==> src/rtl/lome_pkg.sv <==
`timescale 1ns / 1ps
`default_nettype none
// ----------------------------------------------------------------------------
// lome_pkg
// Shared types and constants for the limit order matching engine.
// ----------------------------------------------------------------------------
package lome_pkg;

  localparam int NumUsers   = 16;
  localparam int NumAssets  = 8;
  localparam int BookDepth  = 16;
  localparam int UserW      = 4;
  localparam int AssetW     = 3;
  localparam int SlotW      = 4;
  localparam int FillW      = 5;
  localparam int BalW       = 48;
  localparam int BalAddrW   = UserW + AssetW;
  localparam int BookAddrW  = AssetW + SlotW;
  localparam int EntryW     = 16 + 16 + UserW + 1;
  localparam logic [BalW-1:0] BalMax = {BalW{1'b1}};

  typedef enum logic [1:0] {
    OP_DEPOSIT  = 2'd0,
    OP_WITHDRAW = 2'd1,
    OP_ORDER    = 2'd2,
    OP_NONE     = 2'd3
  } op_e;

  typedef enum logic [2:0] {
    ST_OK        = 3'd0,
    ST_UNKNOWN   = 3'd1,
    ST_NO_FUNDS  = 3'd2,
    ST_BOOK_FULL = 3'd3,
    ST_BAD_ASSET = 3'd4
  } status_e;

  // execution side sequencer
  typedef enum logic [3:0] {
    S_IDLE, S_INIT, S_BREAD, S_BUPD, S_MUL, S_ESCROW, S_RD, S_EVAL,
    S_CRB, S_CRS, S_SHRD, S_CMPRD, S_SHWR, S_APPEND, S_STATUS
  } state_e;

  // classified item passed from front to back
  typedef struct packed {
    op_e                op;
    logic               reject;
    status_e            status;
    logic [UserW-1:0]   user;
    logic [AssetW-1:0]  asset;
    logic               side;
    logic [15:0]        qty;
    logic [15:0]        price;
  } item_t;

  typedef struct packed {
    logic [15:0]       qty;
    logic [15:0]       price;
    logic [UserW-1:0]  owner;
    logic              side;
  } entry_t;

endpackage
`default_nettype wire

==> src/rtl/lome_front.sv <==
`timescale 1ns / 1ps
`default_nettype none
// ----------------------------------------------------------------------------
// lome_front
// Accepts commands, checks user and asset, and pushes them into a two-entry
// queue toward the execution side.
// ----------------------------------------------------------------------------
module lome_front import lome_pkg::*; (
  input  wire logic              clk_i,
  input  wire logic              rst_ni,
  input  wire logic              start,
  output logic                   busy,
  input  wire logic [1:0]        opcode_i,
  input  wire logic [UserW-1:0]  user_id_i,
  input  wire logic [AssetW-1:0] asset_id_i,
  input  wire logic              side_i,
  input  wire logic [15:0]       quantity_i,
  input  wire logic [15:0]       limit_price_i,
  output item_t                  item_o,
  output logic                   item_valid_o,
  input  wire logic              item_pop_i
);
  logic [NumUsers-1:0] known_q, known_d;
  item_t               q_q [2];
  logic [1:0]          cnt_q, cnt_d;
  logic                push;
  item_t               cls;

  assign busy = (cnt_q == 2'd2);
  assign push = start && !busy;

  always_comb begin
    cls.op     = op_e'(opcode_i);
    cls.user   = user_id_i;
    cls.asset  = asset_id_i;
    cls.side   = side_i;
    cls.qty    = quantity_i;
    cls.price  = limit_price_i;
    cls.reject = 1'b1;
    cls.status = ST_OK;
    known_d    = known_q;
    unique case (cls.op)
      OP_NONE: ;
      OP_DEPOSIT: begin
        cls.reject = 1'b0;
        known_d[user_id_i] = 1'b1;
      end
      OP_WITHDRAW: begin
        if (!known_q[user_id_i]) cls.status = ST_UNKNOWN;
        else cls.reject = 1'b0;
      end
      OP_ORDER: begin
        if (!known_q[user_id_i]) cls.status = ST_UNKNOWN;
        else if (asset_id_i == '0) cls.status = ST_BAD_ASSET;
        else cls.reject = 1'b0;
      end
      default: ;
    endcase
  end

  always_comb begin
    cnt_d = cnt_q + {1'b0, push} - {1'b0, item_pop_i};
  end

  always_ff @(posedge clk_i or negedge rst_ni) begin
    if (!rst_ni) begin
      known_q <= '0;
      cnt_q   <= '0;
    end else begin
      if (push) known_q <= known_d;
      cnt_q <= cnt_d;
    end
  end

  always_ff @(posedge clk_i) begin
    if (push && (cnt_q == 2'd0 || (cnt_q == 2'd1 && item_pop_i))) q_q[0] <= cls;
    else if (item_pop_i) q_q[0] <= q_q[1];
    if (push && cnt_q == 2'd1 && !item_pop_i) q_q[1] <= cls;
  end

  assign item_o       = q_q[0];
  assign item_valid_o = (cnt_q != 2'd0);

  a_no_over: assert property (@(posedge clk_i) disable iff (!rst_ni)
    cnt_q != 2'd3) else $error("queue count overflow");
  a_no_under: assert property (@(posedge clk_i) disable iff (!rst_ni)
    item_pop_i |-> cnt_q != 2'd0) else $error("pop from empty queue");
  a_busy_full: assert property (@(posedge clk_i) disable iff (!rst_ni)
    (cnt_q == 2'd2 && !item_pop_i) |=> busy) else $error("busy dropped");
endmodule
`default_nettype wire

==> config.mk <==
export PLATFORM = sky130hd
export DESIGN_NAME = lome_front
export DESIGN_NICKNAME = d
export VERILOG_FILES = /design/src/rtl/lome_pkg.sv /design/src/rtl/lome_front.sv
export SDC_FILE = /design/constraint.sdc
export NUM_CORES = 1
export LEC_CHECK = 0
export ABC_AREA = 0
export ABC_CLOCK_PERIOD_IN_PS = 6100
export BUFFER_PORTS_ARGS = -buffer_cell sky130_fd_sc_hd__buf_4
export CELL_PAD_IN_SITES_DETAIL_PLACEMENT = 2
export CELL_PAD_IN_SITES_GLOBAL_PLACEMENT = 2
export CORE_AREA = 2 2 97 146
export DETAILED_ROUTE_END_ITERATION = 8
export DIE_AREA = 0 0 99 148
export GPL_ROUTABILITY_DRIVEN = 0
export GPL_TIMING_DRIVEN = 0
export PLACE_DENSITY_LB_ADDON = 0.1
export REMOVE_ABC_BUFFERS = 1
export SETUP_SLACK_MARGIN = 0.1
export SYNTH_ARGS = -nofsm -noshare
export SYNTH_HDL_FRONTEND = slang
export SYNTH_SLANG_ARGS = --single-unit
==> constraint.sdc <==
create_clock -name clk_i -period 6.1 [get_ports clk_i]
set_input_delay 0.61 -clock clk_i [delete_from_list [all_inputs] [get_ports clk_i]]
set_output_delay 0.61 -clock clk_i [all_outputs]
set_load 0.02 [all_outputs]
Yosys cells after proc, flatten, opt, wreduce, memory -nomap -nowiden
Memories as Yosys holds them, arrays and structs flattened.
Index checks and enable logic that the tools add are counted.
{ "totals": {"reg_bits": 18, "mem_bits_rw": 92, "in_bits": 46, "out_inout_bits": 48, "word_cells": 51, "mem_count": 1} }
{ "memory_table": {"columns": ["memory", "words", "word_bits", "read_ports", "rd_clocked_by_memory_dff", "wr", "line_no", "text"], "rows": [
  ["q_q", 2, 46, 2, 0, 1, "lome_front.sv:24", "item_t q_q [2];"]
]} }
{ "classes": {"addsub": 2, "magnitude_cmp": 2, "eq_ne": 4, "muxes": 23, "n_bitwise": 2, "reduce_logical": 15} }
{ "ops": {"columns": ["operator", "n"], "rows": [
  ["$mux 46", 2],
  ["$reduce_or 46->1", 1],
  ["$or 16x16->16", 1],
  ["$mux 1", 15],
  ["$logic_and 1x1->1", 6],
  ["$mux 3", 2],
  ["$pmux 3 s2", 1],
  ["$lt 4x5->1 const B", 1],
  ["$bmux 1 s4", 1],
  ["$demux 1 s4", 1],
  ["$eq 2x1->1 const B", 2],
  ["$eq 2x2->1 const B", 2],
  ["$ge 4x1->1 const B", 1],
  ["$logic_not 2->1", 2],
  ["$logic_not 3->1", 1],
  ["$pmux 1 s3", 1],
  ["$add 2x1->2", 1],
  ["$logic_not 1->1", 2],
  ["$reduce_and 2->1", 1],
  ["$reduce_bool 2->1", 1],
  ["$sub 2x1->2", 1],
  ["$logic_or 1x1->1", 1],
  ["$or 1x1->1", 1]
]} }

Logic depth before layout (Yosys ltp)
Gate-level depths: netlist of run 1.
{ "depth": {"word_depth": 9, "mapped_depth": 7, "mapped_depth_nobuf": 7} }

Worst setup path after synthesis of run 1
No wires, ideal clock.
{ "synth_path": {"kind": "input to register", "from": "input port start", "to": "memory q_q[0][46] in the netlist's numbering, enable pin", "setup_time_ps": 513, "t_arrival_ps": 4046, "required_time_ps": 5587, "path_slack_ps": 1541, "stages": 2, "path_buffers": 0, "path_cell_list": "nand2b_1 > nor3b_1"} }
{ "synth_between": {"elab_chain_cells": 7, "elab_cells_between_ends": 14} }
{ "synth_lines": {"columns": ["item", "line_no", "text"], "rows": [
  ["start: declaration", "lome_front.sv:11", "input wire logic start,"],
  ["$logic_and 1x1->1 *", "lome_front.sv:30", "assign push = start && !busy;"],
  ["$logic_and 1x1->1 (2 in series)", "lome_front.sv:78", "if (push && cnt_q == 2'd1 && !item_pop_i) q_q[1] <= cls;"],
  ["$mux 1", "lome_front.sv:78", null],
  ["$mux 1 (implied by the code)", "lome_front.sv:78", null],
  ["$reduce_or 46->1 (no line)", null, null],
  ["$mux 1 (no line)", null, null],
  ["end: declaration", "lome_front.sv:24", null]
]} }
Every way passes the cells marked *; elsewhere a longest branch is shown, timed or not.

Worst setup path after layout of run 1
{ "layout_path": {"from": "register cnt_q[1]", "to": "memory q_q[0][69] in the netlist's numbering, enable pin"} }
{ "layout_between": {"elab_chain_cells": 9, "elab_cells_between_ends": 20} }
{ "layout_lines": {"columns": ["item", "line_no", "text"], "rows": [
  ["start: declaration", "lome_front.sv:25", "logic [1:0] cnt_q, cnt_d;"],
  ["start signal: assignment", "lome_front.sv:71", "cnt_q <= cnt_d;"],
  ["$eq 2x2->1", "lome_front.sv:29", "assign busy = (cnt_q == 2'd2);"],
  ["$logic_not 1->1", "lome_front.sv:30", null],
  ["$logic_and 1x1->1", "lome_front.sv:30", null],
  ["$logic_and 1x1->1 (2 in series)", "lome_front.sv:78", null],
  ["$mux 1", "lome_front.sv:78", null],
  ["$mux 1 (implied by the code)", "lome_front.sv:78", null],
  ["$reduce_or 46->1 (no line)", null, null],
  ["$mux 1 (no line)", null, null]
]} }
Parallel ways exist; a longest one is shown, timed or not.

==> flow_metrics.tcl, run 1 <==
set metrics [dict create \
    status "finished clean" \
    fin_worst_skew_ns 0.01048 \
    wl_per_cell_um 19.24 \
    rr_startpoint "cnt_q[1]" \
    cp-startpoint "cnt_q[1]" \
    finish.instance_area_um2 5520 \
    synthAdderAreaFrac_pct 1.633 \
    ys_seq_area_share_pct 68.59 \
    core_um2 13340 \
    die_x_um 99 \
    via_count 2399 \
    io_pins 94 \
    tns_ns 0 \
    final-hold-violation-count 0 \
    drv_cap 0 \
    power.density_nw_per_um2 377.2 \
    rsz0062_at_grt "no" \
    nNetsFinal 389 \
    post_cts_buffers 0 \
    synthMuxAreaShare_pct 12.38 \
    p_leak_nw 2.233 \
    fmax_ghz 0.4737 \
    cts_buffer_depth 2 \
    final_common_cell "buf_4" \
    clkSinkCount 108 \
    synth_area_um2 4597 \
    final_cells 504 \
    grt_pass1_vias 2701 \
    critPathKind "reg -> reg" \
    cts_tree "done" \
    grt_pass1_wl_um 15440 \
    synth-simple-area-share_pct 4.192 \
    grt_max_degree 31 \
    hold_path.class "in -> async" \
    routed_wl_um 9697 \
    die_height_um 148 \
    worstPathRequired_ns 6.15 \
    relSlewSlack_pct 50.21 \
    io_buffers 92 \
    final_antenna_net_count 0 \
    drtIter0Drc 62 \
    viasPerCell 4.760 \
    placed_cell_area_um2 5197 \
    crit_fanout 11 \
    netlist_instances 284 \
    worst_slack_ns 3.989 \
    start_util_pct 34.47 \
    synth-compound-area-share_pct 3.783 \
    num_antenna_cells 0 \
    synth_xor_area_share_pct 0.3811 \
    synth_top_family_by_area "multiplexers" \
    slew_viol_final 0 \
    layout_common_cells "buf_4 (92), edfxtp_1 (90), mux2_2 (43), dfrtp_1 (18)" \
    cts_buffers 9 \
    irDropWorstVdd_mv 0.1945 \
    syn2layout_area_growth_pct 20.09 \
    setup_viol 0 \
    cts_root_buf "clkbuf_16" \
    drive_gt1_share_pct 49.12 \
    avgSynthCellArea_um2 16.19 \
    cts.clk_slew.worst_paths_ns 0.08 \
    postLayoutCoreUtil_pct 41.39 \
    rows 52 \
    place_ws_ns 3.758 \
    firstDrtPassIters 4 \
    crit_arrival_ns 2.16 \
    die_area_um2 14650 \
    dp_hpwl_um 6833 \
    synth_warnings 0 \
    yosysUniqueCellTypes 32 \
    dp_cells 488 \
    tightestPinTransition_ns 0.7435 \
    overflow 0 \
    cts_resized 0 \
    drc 0 \
    start_kind "flip-flop" \
    finalCritPeriodShare_pct 34.60 \
    synth_seq_cells 108 \
    insertion_delay_ns 0.34 \
    grt.total_usage_pct 13.71 \
    end_kind "flip-flop" \
    antenna_found_initial 0 \
    fin_crit_ns 2.111 \
    h-tree-depth 3 \
    holdBufCountCts 0 \
]
==> worst max-delay path, cell delays in order (launching register included) <==
cell	delay (ns)
dfrtp_1	0.41
nand2b_1	0.28
nor3b_2	0.67
buf_6	0.27
buf_6	0.19
==> kinds of logic (layout without fill, tap and decap cells) <==
| family | after synthesis | after routing |
|---|---|---|
| simple gates | 36 | 36 |
| fa+ha+maj | 6 | 6 |
| mux | 49 | 49 |
| xor+xnor | 2 | 2 |
| buf+inv | 60 | 118 |
| flops | 108 | 108 |
| compound gates | 22 | 22 |
| other cells | 1 | 1 |
==> layout make-up <==
type	instances	area [µm²]
clock buffers	9	225.2
fillers	1334	7818
multi-input cells	116	1051
repair buffers	98	775.7
clock inverters	7	97.59
inverters	4	15.01
flip-flops and latches	108	3153
well taps	162	202.7
==> final timing paths <==
path / end / slack (ns) / cells past startpoint
setup / recovery: q_q[0][69] / 3.99 / 4
hold reg to reg: known_q[8] / 0.45 / 1
max in group asynchronous: known_q[3] / 5.77 / 1
setup reg to reg: q_q[0][69] / 3.99 / 4
min in group clk_i: q_q[0][72] / 0.45 / 1
hold / removal: known_q[12] / 0.12 / 1
==> Yosys cell counts <==
library cell / number / area (µm²)
nor3b_1: 2 / 15.01
a31o_2: 3 / 26.28
nand3b_1: 2 / 15.01
and3_1: 3 / 18.77
nor2_1: 8 / 30.03
nor4b_1: 1 / 8.760
nand3_1: 3 / 15.01
edfxtp_1: 90 / 2703
a21oi_2: 1 / 8.760
mux2_2: 43 / 484.2
mux2i_1: 4 / 40.04
a21o_1: 9 / 67.56
nand4_1: 1 / 6.260
o21bai_1: 2 / 15.01
nor2b_1: 3 / 18.77
clkbuf_1: 4 / 15.01
buf_4: 46 / 345.3
xnor2_1: 2 / 17.52
inv_1: 4 / 15.01
nor3b_2: 1 / 12.51
dfrtp_1: 18 / 450.4
nand2b_1: 2 / 12.51
buf_2: 5 / 25.02
conb_1: 1 / 3.750
mux4_2: 2 / 45.04
buf_6: 1 / 11.26
a41o_1: 4 / 40.04
nand2_1: 9 / 33.78
a31oi_1: 1 / 6.260
or2_2: 1 / 6.260
ha_1: 6 / 75.07
o21ai_1: 2 / 10.01
==> stage by stage <==
step	total power [mW]	hold WS, ns
6_report	2.082	0.1226
4_1_cts	2.119	0.1187
5_1_grt	2.183	0.1236
3_3_place_gp	1.460	0.4372
2_1_floorplan	1.269	0.3144
3_5_place_dp	1.485	0.4438
==> per-layer routing <==
layer / track usage (%) / wire, µm
met2: 24.09 / 5176
met4: 3.904 / 91
met5: 0 / 0
met3: 2.648 / 357
met1: 17.08 / 4072
==> state kept, by name, summed over array words and instances (netlist names) <==
name and count:
cnt_q 2, known_q 16, q_q 90
==> report_power, final <==
group | total, mW | switching (mW) | internal (mW)
Combinational | 0.456 | 0.243 | 0.213
Sequential | 0.999 | 0.0503 | 0.949
Clock | 0.627 | 0.265 | 0.362
Total | 2.08 | 0.558 | 1.52
Power figures use the tool's default switching activity.
==> inputs of run 2 (changes only) <==
ABC_CLOCK_PERIOD_IN_PS = 1700   (was 6100)
clock period = 1.7 ns   (was 6.1 ns; I/O delays follow)
==> run 2 against run 1 <==
  * The flow now finishes with violations (setup timing)
  * Cell count rose by 9.9%
  * Clock-buffer cell count did not move
  * Sequential share of layout area fell by 7.9 points
  * Sequential power rose to 3.6 times the previous value
  * Clock power rose to 3.6 times the previous value
  * Critical path type unchanged
  * Highest routed layer unchanged
==> flow_metrics.tcl, run 2 (synthesis gave the netlist of run 1 again) <==
set metrics [dict create \
    drive_gt1_share_pct 54.08 \
    place_ws_ns -0.4274 \
    num_antenna_cells 0 \
    rows 52 \
    final_cells 554 \
    nNetsFinal 439 \
    drc 0 \
    layout_common_cells "buf_4 (106), edfxtp_1 (90), mux2_4 (43), dfrtp_1 (17), buf_6 (14)" \
    reg_top3 "q_q x90, known_q x16, cnt_q x2" \
    drtIter0Drc 62 \
    slew_viol_final 0 \
    hold_path.class "in -> reg" \
    irDropWorstVdd_mv 0.7244 \
    grt_pass1_vias 2891 \
    io_buffers 92 \
    fin_crit_ns 1.833 \
    dp_hpwl_um 6833 \
    wl_met2_um 6349 \
    firstDrtPassIters 6 \
    grt_max_degree 19 \
    grt.total_usage_pct 15.45 \
    power_frac_seq_pct 42.8 \
    tightestPinTransition_ns 0.7993 \
    wl_per_cell_um 21.05 \
    p_leak_nw 2.784 \
    h-tree-depth 3 \
    die_height_um 148 \
    fill_cells 1261 \
    rsz0062_at_grt "yes" \
    worst_slack_ns -0.1327 \
    antenna_found_initial 0 \
    start_util_pct 34.47 \
    io_pins 94 \
    insertion_delay_ns 0.34 \
    die_x_um 99 \
    overflow 0 \
    power.density_nw_per_um2 1306 \
    largest_reg_flops 90 \
    grt_pass1_wl_um 17060 \
    hold_ws_ns 0.01243 \
    fin_worst_skew_ns 0.008225 \
    routed_wl_um 11660 \
    die_area_um2 14650 \
    start_kind "flip-flop" \
    final_antenna_net_count 0 \
    cts_tree "done" \
    wl_met1_um 4759 \
    cts_buffer_depth 2 \
    intPower_mw 6.087 \
    core_um2 13340 \
    cts.clk_slew.worst_paths_ns 0.08 \
    tns_ns -0.4452 \
    drv_cap 0 \
    setup_viol 6 \
    switching_share_pct 27.27 \
    seqCellArea_um2 3154 \
    status "complete, but fails checks" \
    clkSinkCount 108 \
    syn2layout_area_growth_pct 39.36 \
    final_common_cell "buf_4" \
    critPathKind "reg -> reg" \
    worstPathRequired_ns 1.79 \
    crit_arrival_ns 1.93 \
    fmax_ghz 0.5457 \
    via_count 2651 \
    crit_fanout 2 \
    finalCritPeriodShare_pct 107.8 \
    violations "setup timing" \
    power_frac_clock_pct 27.3 \
    power.switching_mw 2.282 \
    combPwrFrac_pct 29.9 \
    relSlewSlack_pct 45.96 \
    cts_buffers 9 \
    multi_input_comb_area_um2 1275 \
    regMostFlops "q_q" \
    final-hold-violation-count 0 \
    route.met3.wl_um 419 \
    end_kind "flip-flop" \
    highest-signal-layer "met4" \
    dp_cells 488 \
    viasPerCell 4.785 \
    cts_root_buf "clkbuf_16" \
]
run 2: repair_timing:
action                                  in CTS  in global routing
gates resized for setup                     56                 28
gates cloned                                 4                  4
pin swaps                                    5                  6
endpoints found under the setup margin     151                139
hold buffers                                 9                  4
buffers inserted                            19                 11
hold endpoints to repair                    26                  4
run 2: power by group through the flow:
stage | sequential, mW | combinational (mW) | clock (mW)
after floorplan | 3.87 | 0.681 | 0
after global placement | 3.66 | 1.58 | 0
after detailed placement | 3.65 | 1.68 | 0
after CTS | 3.59 | 2.21 | 2.32
after global routing | 3.63 | 2.67 | 2.43
final | 3.58 | 2.50 | 2.28
run 2: cell type report:
| type | count | share of cell area (%) |
|---|---|---|
| sequential | 108 | 49.24 |
| tap | 162 | 3.164 |
| multi-input combinational | 116 | 19.90 |
| inverter | 4 | 0.2344 |
| clock inverter | 7 | 1.523 |
| clock buffer | 9 | 3.516 |
| timing repair buffer | 148 | 22.42 |
run 2: worst paths after layout:
kind	startpoint	to	slack (ns)	cells after the start
worst max-delay path	known_q[14]	q_q[0][42]	-0.13	5
worst min-delay path	limit_price_i[4]	q_q[0][50]	0.01	1
worst max register to register	known_q[14]	q_q[0][42]	-0.13	5
worst min register to register	known_q[8]	known_q[8]	0.45	1
max in group asynchronous	rst_ni	cnt_q[0]	1.26	2
min in group asynchronous	rst_ni	known_q[12]	0.23	2
run 2: metrics by stage:
step / power, mW / utilization (%) / instance area [µm²]
finish: 8.369 / 48.03 / 6406
global route: 8.723 / 48.03 / 6406
CTS: 8.127 / 45.63 / 6086
detailed placement: 5.329 / 38.97 / 5197
global placement: 5.238 / 38.19 / 5094
floorplan: 4.555 / - / 4200
run 2: routing by layer:
metal	up-vias	global-route usage, %
li1	1210	-
met1	1366	18.91
met2	65	27.91
met3	10	2.790
met4	0	3.904
met5	-	0
run 2: worst max-delay path: stages, from the launching register on:
cell     delay (ns)
dfrtp_1        0.39
mux4_2         0.48
mux2_4         0.31
nand2_2        0.07
o21ai_2        0.07
a41o_1         0.27
==> inputs of run 3 (changes only) <==
--- a/config.mk
+++ b/config.mk
@@ -22,2 +22,3 @@
 export SYNTH_HDL_FRONTEND = slang
 export SYNTH_SLANG_ARGS = --single-unit
+export TNS_END_PERCENT = 20
==> constraint.sdc (replaced) <==
create_clock -name clk_i -period 1.7 [get_ports clk_i]
set_input_delay 0.085 -clock clk_i [delete_from_list [all_inputs] [get_ports clk_i]]
set_output_delay 0.085 -clock clk_i [all_outputs]
set_load 0.02 [all_outputs]
==> run 3 against run 2 <==
  * The flow still finishes with violations (setup timing)
  * Cell count rose by 0.90%
  * First-iteration DRC count rose by 8.1%
  * Sequential power barely moved
  * Total power fell by 6.4%
  * Clock power barely moved
  * Highest routed layer unchanged
==> flow_metrics.tcl, run 3 (synthesis gave the netlist of run 1 again) <==
set metrics [dict create \
    slew_viol_final 0 \
    final_antenna_net_count 0 \
    p_total_mw 7.836 \
    intPower_mw 5.726 \
    syn2layout_area_growth_pct 33.23 \
    h-tree-depth 3 \
    insertion_delay_ns 0.34 \
    fin_crit_ns 1.785 \
    antenna_found_initial 0 \
    cts.clk_slew.worst_paths_ns 0.07 \
    rows 52 \
    grt_pass1_vias 2946 \
    drtIter0Drc 67 \
    worst_slack_ns -0.08456 \
    path_cells "mux4_2, mux2_4, nand2_1, o21ai_2, a41o_1" \
    worstPathRequired_ns 1.80 \
    power_frac_seq_pct 45.7 \
    multi_input_comb_area_um2 1100 \
    critPathKind "reg -> reg" \
    fmax_ghz 0.5604 \
    crit_arrival_ns 1.88 \
    setup_viol 5 \
    cts_tree "done" \
    seqCellArea_um2 3154 \
    fin_worst_skew_ns 0.009920 \
    finish.instance_area_um2 6125 \
    core_um2 13340 \
    finalCritPeriodShare_pct 105.0 \
    slowest_stage "mux4_2" \
    num_antenna_cells 0 \
    dp_cells 488 \
    die_area_um2 14650 \
    grt_pass1_wl_um 16550 \
    cts_buffer_depth 2 \
    final_cells 559 \
    cts_root_buf "clkbuf_16" \
    final_common_cell "buf_4" \
    grt_max_degree 28 \
    io_buffers 92 \
    nNetsFinal 444 \
    cts_buffers 9 \
    relSlewSlack_pct 59.26 \
    largest_reg_flops 90 \
    hold_path.class "in -> reg" \
    wl_per_cell_um 18.84 \
    io_pins 94 \
    reg_top3 "q_q x90, known_q x16, cnt_q x2" \
    violations "setup timing" \
    combPwrFrac_pct 25.5 \
    drc 0 \
    end_kind "flip-flop" \
    overflow 0 \
    die_x_um 99 \
    power.density_nw_per_um2 1279 \
    drive_gt1_share_pct 47.86 \
    power.switching_mw 2.110 \
    routed_wl_um 10530 \
    dp_hpwl_um 6833 \
    rsz0062_at_grt "yes" \
    regMostFlops "q_q" \
    layout_common_cells "buf_4 (105), edfxtp_1 (90), mux2_2 (42), dlygate4sd3_1 (39), dfrtp_1 (17)" \
    clkSinkCount 108 \
    viasPerCell 4.707 \
    start_kind "flip-flop" \
    tns_ns -0.2847 \
    final-hold-violation-count 0 \
    p_leak_nw 2.513 \
    status "complete, but fails checks" \
    crit_fanout 2 \
    grt.total_usage_pct 14.74 \
    irDropWorstVdd_mv 0.6994 \
    die_height_um 148 \
    start_util_pct 34.47 \
    tightestPinTransition_ns 0.6027 \
    power_frac_clock_pct 28.8 \
    drv_cap 0 \
    firstDrtPassIters 4 \
    fill_cells 1294 \
    via_count 2631 \
    placed_cell_area_um2 5197 \
    max_stage_delay_ns 0.48 \
    switching_share_pct 26.93 \
]
==> run 3: cell types whose count changed in the layout (fill, tap and decap cells not counted), moves of 2 or more <==
cell,before,now
dlygate4sd3_1,13,39
buf_16,5,2
nor3b_4,3,1
buf_6,14,5
clkbuf_16,13,9
mux2_4,43,1
nor3b_2,0,2
buf_12,5,2
mux2_2,0,42
==> run 3: stage by stage <==
stage / hold slack, ns / worst slack [ns] / util [%]
after floorplan: -0.2106 / -2.737 / -
after global placement: -0.03343 / -5.260 / 38.19
after detailed placement: -0.03200 / -0.4274 / 38.97
after CTS: 0.04850 / -0.06719 / 45.25
after global routing: 0.06791 / -0.1816 / 45.92
final: 0.06037 / -0.08456 / 45.92
==> run 3: layer usage <==
| metal | share of wire, % | GRT usage (%) |
|---|---|---|
| met5 | 0 | 0 |
| met4 | 0.85 | 3.904 |
| met3 | 3.6 | 2.790 |
| met2 | 54 | 26.52 |
| met1 | 42 | 17.97 |
==> run 3: what timing repair did <==
action	in CTS	in global routing
setup buffers	6	9
gates resized for setup	12	5
pin swaps	5	0
endpoints found under the setup margin	151	60
gates cloned	1	0
hold endpoints to repair	56	0
hold buffers	39	0
==> run 3: final timing paths <==
path / start / to / slack [ns] / cells past startpoint
max in group asynchronous: rst_ni / cnt_q[0] / 1.34 / 2
setup reg to reg: known_q[14] / q_q[0][42] / -0.08 / 5
setup / recovery: known_q[14] / q_q[0][42] / -0.08 / 5
hold reg to reg: known_q[8] / known_q[8] / 0.45 / 1
hold / removal: user_id_i[2] / q_q[0][84] / 0.06 / 1
min in group asynchronous: rst_ni / known_q[12] / 0.14 / 2
==> run 3: layout make-up <==
| type | count | area share, % |
|---|---|---|
| tap | 162 | 3.309 |
| inverter | 4 | 0.2451 |
| multi-input combinational | 116 | 17.96 |
| sequential | 108 | 51.50 |
| clock buffer | 9 | 3.677 |
| clock inverter | 7 | 1.593 |
| timing repair buffer | 153 | 21.72 |
==> run 3: critical path: cells and delay by family (launching register included) <==
kind,cells,cell delay (ns)
and+or+nand+nor,1,0.09
AOI/OAI and AO/OA,2,0.28
DFF,1,0.38
muxes,2,0.78
==> run 3: power groups by stage <==
stage | logic, mW | clock network [mW] | registers, mW
finish | 2.00 | 2.26 | 3.58
CTS | 1.89 | 2.32 | 3.60
detailed placement | 1.68 | 0 | 3.65
global route | 2.16 | 2.42 | 3.63
floorplan | 0.681 | 0 | 3.87
global placement | 1.58 | 0 | 3.66
